$ cat src/rtl/dda_pkg.sv
package dda_pkg;

  localparam logic OP_START = 1'b0;
  localparam logic OP_STEP  = 1'b1;

  localparam int COLOR_BITS = 24;

endpackage

$ cat src/rtl/dda_line_rasterizer_core.sv
// a step beat's pixel is registered and shows on out_* in the cycle after it is accepted
// throughput: one step beat per cycle while out_ready stays high
// a start beat of nonzero length holds in_ready low while the bit-serial restoring
// dividers (one per axis, sharing the divisor) run, one quotient bit per cycle each
// reset: synchronous active-low rst_n clears the state, the pixel count and out_valid
module dda_line_rasterizer_core #(
  parameter int COORD_BITS = 10,
  parameter int FRAC_BITS  = 16
) (
  input  logic                           clk,
  input  logic                           rst_n,
  input  logic                           in_valid,
  output logic                           in_ready,
  input  logic                           in_operation,
  input  logic [COORD_BITS-1:0]          in_start_x,
  input  logic [COORD_BITS-1:0]          in_start_y,
  input  logic [COORD_BITS-1:0]          in_end_x,
  input  logic [COORD_BITS-1:0]          in_end_y,
  input  logic [dda_pkg::COLOR_BITS-1:0] in_pixel_color,
  output logic                           out_valid,
  input  logic                           out_ready,
  output logic [COORD_BITS-1:0]          out_pixel_x,
  output logic [COORD_BITS-1:0]          out_pixel_y,
  output logic [dda_pkg::COLOR_BITS-1:0] out_color,
  output logic                           out_last_pixel
);
  import dda_pkg::*;

  localparam int ACC_BITS  = COORD_BITS + FRAC_BITS;
  localparam int INC_BITS  = FRAC_BITS + 2;
  localparam int CNT_BITS  = COORD_BITS + 1;
  localparam int Q_BITS    = FRAC_BITS + 1;
  localparam int REM_BITS  = COORD_BITS + 1;
  localparam int DCNT_BITS = $clog2(FRAC_BITS + 1);

  typedef enum logic {
    ST_IDLE,
    ST_DIV
  } state_t;

  state_t                  state_r;
  logic [ACC_BITS-1:0]     acc_x_r;
  logic [ACC_BITS-1:0]     acc_y_r;
  logic [INC_BITS-1:0]     inc_x_r;
  logic [INC_BITS-1:0]     inc_y_r;
  logic [CNT_BITS-1:0]     remaining_r;
  logic [COLOR_BITS-1:0]   line_color_r;
  logic [COORD_BITS-1:0]   len_r;
  logic [REM_BITS-1:0]     rem_x_r;
  logic [REM_BITS-1:0]     rem_y_r;
  logic [Q_BITS-1:0]       q_x_r;
  logic [Q_BITS-1:0]       q_y_r;
  logic                    neg_x_r;
  logic                    neg_y_r;
  logic [DCNT_BITS-1:0]    dcnt_r;
  logic                    out_valid_r;
  logic [COORD_BITS-1:0]   out_pixel_x_r;
  logic [COORD_BITS-1:0]   out_pixel_y_r;
  logic [COLOR_BITS-1:0]   out_color_r;
  logic                    out_last_pixel_r;

  logic                    in_fire;
  logic                    step_fire;
  logic                    neg_x;
  logic                    neg_y;
  logic [COORD_BITS-1:0]   span_x;
  logic [COORD_BITS-1:0]   span_y;
  logic [COORD_BITS-1:0]   len;
  logic [ACC_BITS-1:0]     half;
  logic [REM_BITS-1:0]     len_ext;
  logic                    d_x;
  logic                    d_y;
  logic [REM_BITS-1:0]     diff_x;
  logic [REM_BITS-1:0]     diff_y;
  logic [REM_BITS-1:0]     rem_x_nxt;
  logic [REM_BITS-1:0]     rem_y_nxt;
  logic [Q_BITS-1:0]       q_x_nxt;
  logic [Q_BITS-1:0]       q_y_nxt;
  logic [INC_BITS-1:0]     q_x_ext;
  logic [INC_BITS-1:0]     q_y_ext;
  logic [ACC_BITS-1:0]     acc_x_nxt;
  logic [ACC_BITS-1:0]     acc_y_nxt;

  assign in_ready  = (state_r == ST_IDLE) && (!out_valid_r || out_ready);
  assign in_fire   = in_valid && in_ready;
  assign step_fire = in_fire && (in_operation == OP_STEP) && (remaining_r != '0);

  // spans and line length
  assign neg_x  = in_end_x < in_start_x;
  assign neg_y  = in_end_y < in_start_y;
  assign span_x = neg_x ? (in_start_x - in_end_x) : (in_end_x - in_start_x);
  assign span_y = neg_y ? (in_start_y - in_end_y) : (in_end_y - in_start_y);
  assign len    = (span_x >= span_y) ? span_x : span_y;
  assign half   = ACC_BITS'(1) << (FRAC_BITS - 1);

  // one restoring step per axis, sharing the divisor
  assign len_ext   = {1'b0, len_r};
  assign d_x       = rem_x_r >= len_ext;
  assign d_y       = rem_y_r >= len_ext;
  assign diff_x    = d_x ? (rem_x_r - len_ext) : rem_x_r;
  assign diff_y    = d_y ? (rem_y_r - len_ext) : rem_y_r;
  assign rem_x_nxt = {diff_x[REM_BITS-2:0], 1'b0};
  assign rem_y_nxt = {diff_y[REM_BITS-2:0], 1'b0};
  assign q_x_nxt   = {q_x_r[Q_BITS-2:0], d_x};
  assign q_y_nxt   = {q_y_r[Q_BITS-2:0], d_y};
  assign q_x_ext   = {1'b0, q_x_nxt};
  assign q_y_ext   = {1'b0, q_y_nxt};

  // sign-extended increment added with wrap
  assign acc_x_nxt = acc_x_r + {{(ACC_BITS-INC_BITS){inc_x_r[INC_BITS-1]}}, inc_x_r};
  assign acc_y_nxt = acc_y_r + {{(ACC_BITS-INC_BITS){inc_y_r[INC_BITS-1]}}, inc_y_r};

  always_ff @(posedge clk) begin
    if (!rst_n) begin
      state_r     <= ST_IDLE;
      out_valid_r <= 1'b0;
      remaining_r <= '0;
    end else begin
      if (out_valid_r && out_ready && !step_fire) begin
        out_valid_r <= 1'b0;
      end
      case (state_r)
        ST_IDLE: begin
          if (in_fire) begin
            if (in_operation == OP_START) begin
              acc_x_r      <= {in_start_x, {FRAC_BITS{1'b0}}} + half;
              acc_y_r      <= {in_start_y, {FRAC_BITS{1'b0}}} + half;
              remaining_r  <= {1'b0, len};
              line_color_r <= in_pixel_color;
              len_r        <= len;
              rem_x_r      <= {1'b0, span_x};
              rem_y_r      <= {1'b0, span_y};
              neg_x_r      <= neg_x;
              neg_y_r      <= neg_y;
              q_x_r        <= '0;
              q_y_r        <= '0;
              dcnt_r       <= DCNT_BITS'(FRAC_BITS);
              if (len == '0) begin
                inc_x_r <= '0;
                inc_y_r <= '0;
              end else begin
                state_r <= ST_DIV;
              end
            end else if (remaining_r != '0) begin
              out_valid_r      <= 1'b1;
              out_pixel_x_r    <= acc_x_r[ACC_BITS-1:FRAC_BITS];
              out_pixel_y_r    <= acc_y_r[ACC_BITS-1:FRAC_BITS];
              out_color_r      <= line_color_r;
              out_last_pixel_r <= remaining_r == CNT_BITS'(1);
              acc_x_r          <= acc_x_nxt;
              acc_y_r          <= acc_y_nxt;
              remaining_r      <= remaining_r - CNT_BITS'(1);
            end
          end
        end
        ST_DIV: begin
          rem_x_r <= rem_x_nxt;
          rem_y_r <= rem_y_nxt;
          q_x_r   <= q_x_nxt;
          q_y_r   <= q_y_nxt;
          dcnt_r  <= dcnt_r - DCNT_BITS'(1);
          if (dcnt_r == '0) begin
            inc_x_r <= neg_x_r ? (INC_BITS'(0) - q_x_ext) : q_x_ext;
            inc_y_r <= neg_y_r ? (INC_BITS'(0) - q_y_ext) : q_y_ext;
            state_r <= ST_IDLE;
          end
        end
        default: begin
          state_r <= ST_IDLE;
        end
      endcase
    end
  end

  assign out_valid      = out_valid_r;
  assign out_pixel_x    = out_pixel_x_r;
  assign out_pixel_y    = out_pixel_y_r;
  assign out_color      = out_color_r;
  assign out_last_pixel = out_last_pixel_r;

`ifndef SYNTH
  a_start_divides: assert property (@(posedge clk) disable iff (!rst_n)
    (in_fire && in_operation == OP_START && len != '0) |=> state_r == ST_DIV)
    else $error("nonzero-length start did not enter divide");

  a_pixel_from_step: assert property (@(posedge clk) disable iff (!rst_n)
    $rose(out_valid_r) |-> $past(in_fire && in_operation == OP_STEP && remaining_r != '0))
    else $error("pixel appeared without a step beat");

  a_count_down: assert property (@(posedge clk) disable iff (!rst_n)
    (in_fire && in_operation == OP_STEP && remaining_r != '0)
      |=> remaining_r == $past(remaining_r) - CNT_BITS'(1))
    else $error("pixel count did not drop by one");

  a_last_empties: assert property (@(posedge clk) disable iff (!rst_n)
    (out_valid_r && out_last_pixel_r && state_r == ST_IDLE && !$past(in_fire)
      && $past(out_valid_r)) |-> remaining_r == '0 || $past(remaining_r) == remaining_r)
    else $error("count moved without a beat");
`endif

endmodule

$ cat config.mk
export PLATFORM = sky130hd
export DESIGN_NAME = dda_line_rasterizer_core
export DESIGN_NICKNAME = d
export VERILOG_FILES = /design/src/rtl/dda_pkg.sv /design/src/rtl/dda_line_rasterizer_core.sv
export SDC_FILE = /design/constraint.sdc
export NUM_CORES = 1
export LEC_CHECK = 0
export ABC_AREA = 1
export ABC_CLOCK_PERIOD_IN_PS = 5800
export BUFFER_PORTS_ARGS = -buffer_cell sky130_fd_sc_hd__buf_2
export CAP_MARGIN = 20
export CORE_MARGIN = 2
export CORE_UTILIZATION = 50
export DETAILED_ROUTE_END_ITERATION = 7
export PLACE_DENSITY = 0.74
export SLEW_MARGIN = 20
export SYNTH_ARGS = -nofsm -noshare
export SYNTH_HDL_FRONTEND = slang
export SYNTH_SLANG_ARGS = --single-unit
export TNS_END_PERCENT = 30
$ cat constraint.sdc
create_clock -name clk -period 5.8 [get_ports clk]
set_input_delay 1.16 -clock clk [delete_from_list [all_inputs] [get_ports clk]]
set_output_delay 1.16 -clock clk [all_outputs]
set_load 0.01 [all_outputs]
==> impl_summary.txt <==
----------------------------------------------------
[Timing]
  Number of failing setup endpoints in the final timing report ... 0
  Worst hold slack ... 417 ps
  Final worst-path cycle share ... 83.0%
  Slew at the pin closest to its max-slew limit ... 1050 ps
  Max Transition Viols Final ... 0
  Crit path time final ... 4820 ps
  Number of hold violations in the final report ... 0
  Timing-limited maximum frequency ... 208 MHz
  Slew Limit Headroom ... 29.8%
  Setup Total Neg Slack ... 0 ps
  Final worst clock skew ... 31.5 ps
  Setup repair after global routing missed its margin ... no

[Yosys]
  Synth Flop Type ... edfxtp_1
  Area fraction of the dominant cell type after synthesis ... 43.2%
  Synthesized cell area ... 0.0159 mm2
  Library cell with the largest summed area after synthesis ... edfxtp_1
  Syn Area/Cell ... 8.33 um2
  Synthesized netlist cell count ... 1,903
  Most common cell in the netlist ... nand2_1
  Largest cells by area after synthesis ... edfxtp_1 (43%), nand2_1 (11%), ha_1 (9.7%)
  Post-synth net total ... 2,103
  EDFF count, synth ... 228
  Cell variety after synth ... 53
  Portion of the post-synthesis area used by sequential elements ... 44.8%
  Number of synthesis warnings ... 0
  Top cells by count, synth ... nand2_1 (445), inv_1 (300), edfxtp_1 (228)
  Share of synthesized flip-flops with an asynchronous set or reset ... 0%
  Flops & latches, synth ... 241

[Run status]
  Result of the run ... finished, final reports clean

[Floorplanning]
  Number of top-level design ports ... 116
  FP Rows ... 65
  Height of the chip ... 182 um
  Total core area ... 0.0314 mm2
  Initial standard-cell utilization of the core ... 50.5%
  Chip width ... 182 um
  Die area ... 0.0332 mm2

[Power and ir drop]
  Sequential cell fraction of total power ... 39.2%
  Ratio of total power to cell area ... 310 mW/mm2
  Net switching share of the total power ... 32.4%
  Sw power ... 1800 uW
  Peak supply drop ... 0.000278 V
  Leak Pwr ... 0.00839 uW
  Internal Power ... 3760 uW
  Fraction of power consumed by the clock network ... 33.9%
  Share of power burned in combinational logic ... 26.9%

[Clock tree]
  CTS Root Cell ... clkbuf_16
  Number of hold buffers added after CTS ... 0
  Setup Fix Bufs, Post-CTS ... 0
  Clock buffers created by TritonCTS ... 28
  Total number of clock tree sinks ... 241
  # resized after CTS ... 0
  Total number of H-tree levels ... 1
  Buffer depth of the longest clock path ... 3
  Source-to-sink clock delay at the later pin of the worst-skew pair ... 560 ps
  TritonCTS clock tree ... built
  Clock slew at the register clock pins of the worst setup and hold paths ... 60 ps

[Critical path]
  Register-to-register path setup slack ... 1820 ps
  Depth of the worst register-to-register path ... 19
  Worst Path Required ... 6030 ps
  Arrival time worst endpoint ... 5040 ps
  Setup crit end kind ... register
  Origin of the critical flop-to-flop path ... len_r[1]
  Capture point of the worst reg-to-reg path ... inc_y_r[14]
  Top fanout value on the critical path ... 36
  Type of the worst setup path ... input port to register
  Startpoint Class ... input port

[GRT]
  Global router's overall resource usage ... 23.5%
  Antenna violations before repair ... 2
  Largest net degree at the start of global routing ... 73
  Global-route congestion overflow total ... 0
  Number of global-route vias before repair ... 12.4k
  Global-route wire length before repair ... 62.6 mm

[Finish]
  Layout area overhead ... 13.1%
  Fin nets ... 2,224
  Share of cells above drive strength 1 ... 10.7%
  Share of the core filled with cells ... 57.1%

[Worst hold path]
  Hold Path Origin ... line_color_r[8]
  Class of the most critical hold timing path ... register to register
  Worst-case hold path end point ... out_color[8]
  Number of cells on the worst hold path ... 0

[Drt]
  Via-per-instance ratio ... 5.46
  Detailed Routing Iterations Pass 1 ... 6
  DRC errors left ... 0
  Total number of vias ... 13.4k
  Overall routed net length ... 39.8 mm
  Detailed router's first-iteration violation count ... 1,199
  Number of nets with antenna violations after routing ... 0
  Wirelength per Cell ... 16.2 um

[Placement]
  Count of buffers inserted at the top-level ports ... 115
  Final weighted congestion in routability-driven placement ... 0.943
  DPL Wire Length ... 30.4 mm

[Run]
  Max-cap violations ... 0

----------------------------------------------------
==> power by group through the flow <==
stage | Clock, uW | Sequential [uW] | Combinational [uW]
detailed placement | 0 | 2220 | 1450
finish | 1880 | 2180 | 1490
floorplan | 0 | 2200 | 1050
CTS | 1910 | 2180 | 1460
global route | 1980 | 2190 | 1670
global placement | 0 | 2210 | 1430
==> flip-flops by register name (all words and copies together) (netlist names), 10 cells and up <==
| register | flops |
|---|---|
| q_y_r | 16 |
| line_color_r | 24 |
| out_pixel_y | 10 |
| rem_y_r | 11 |
| acc_x_r | 26 |
| remaining_r | 11 |
| rem_x_r | 11 |
| out_pixel_x | 10 |
| acc_y_r | 26 |
| out_color | 24 |
| inc_y_r | 18 |
| q_x_r | 16 |
| len_r | 10 |
| inc_x_r | 18 |
==> stage by stage <==
step / setup WS (ps) / power (uW) / std cells / area [um2]
final: 984 / 5560 / 2449 / 17900
after global routing: 642 / 5850 / 2448 / 17900
after CTS: 1070 / 5550 / 2446 / 17900
after detailed placement: 494 / 3670 / 2394 / 16900
after global placement: 498 / 3640 / 2394 / 16900
after floorplan: 437 / 3240 / 1903 / 15900
==> cell families (layout without fill, tap and decap cells) <==
group | Yosys count | in the layout | share of synthesized area, %
AO/OA/AOI/OAI | 381 | 381 | 13.3
XOR/XNOR | 41 | 41 | 2.26
adder cells (fa/ha/maj) | 131 | 131 | 10.7
buffers and inverters | 339 | 482 | 8.13
flip-flops | 241 | 241 | 44.8
other | 0 | 1 | 0
AND/OR/NAND/NOR | 770 | 770 | 20.8
==> cells in the final DEF, fill, tap and decap left out, types with 4 or more instances in the layout <==
cell       synthesis  final
buf_2              8    115
clkbuf_16          0     29
or2_2              8      8
o211ai_1           9      9
nor4_1             7      7
o21ai_0          138    138
nor2_1           114    113
o21ai_1            4      4
and3_1             4      4
buf_4              2      8
a21oi_1          165    164
xnor2_1            8      8
dfxtp_1           13     12
bufinv_16          0      5
nor3_1            23     23
fa_1               8      8
inv_1            300    299
o21bai_1          14     14
xor2_1            33     33
nand4_1           29     29
and2_1             8      8
a31oi_1           12     12
a21o_1             9      9
ha_1             123    123
clkinv_4           0      4
edfxtp_1         228    228
nand3_1          109    109
inv_2              4      5
nor2_2             6      5
clkinv_2           0      5
nand2_1          445    445
clkbuf_1          22      5
nand2_2            8      8
==> layer usage <==
layer	wire, um	GRT usage, %	up-vias
li1	-	-	6665
met1	18100	33.0	6153
met2	17600	38.4	483
met3	3140	3.49	62
met4	865	5.68	0
met5	0	0	-
==> how the worst max path moves through the flow <==
stage	start	slack (ps)	end
3_5_place_dp	in_end_y[0]	490	inc_y_r[13]
6_report	in_end_y[0]	980	inc_y_r[11]
5_1_grt	in_end_y[0]	640	inc_y_r[13]
3_3_place_gp	in_end_y[0]	500	inc_y_r[14]
4_1_cts	in_end_y[0]	1070	inc_y_r[13]
2_1_floorplan	in_end_y[0]	440	inc_x_r[0]
==> layout make-up <==
type,count,area [um2]
fill,2775,13500
multi-input combinational,1323,7490
sequential,241,7110
inverter,304,1140
clock buffer,36,772
timing repair buffer,126,703
tap,402,503
clock inverter,16,221
antenna,1,2.50
==> worst max-delay path, stage by stage <==
cell and delay (ps):
buf_2 120, inv_1 60, ha_1 130, inv_1 100, fa_1 410, nand2_1 70
nand2_1 60, nand3_1 100, nand2_2 100, a21oi_4 230, nand2_1 90, and2_1 170
ha_1 290, nand2_1 70, inv_1 30, o21ai_0 220, a21oi_1 100, nor2_1 340
nand3_1 240, nand2_1 150, nand2_1 60, nor2_1 110, nand3_1 100, nand2_1 100
nand2_1 90, nor2_4 110, buf_12 220
Note: power is estimated with default switching activity, not from simulation.
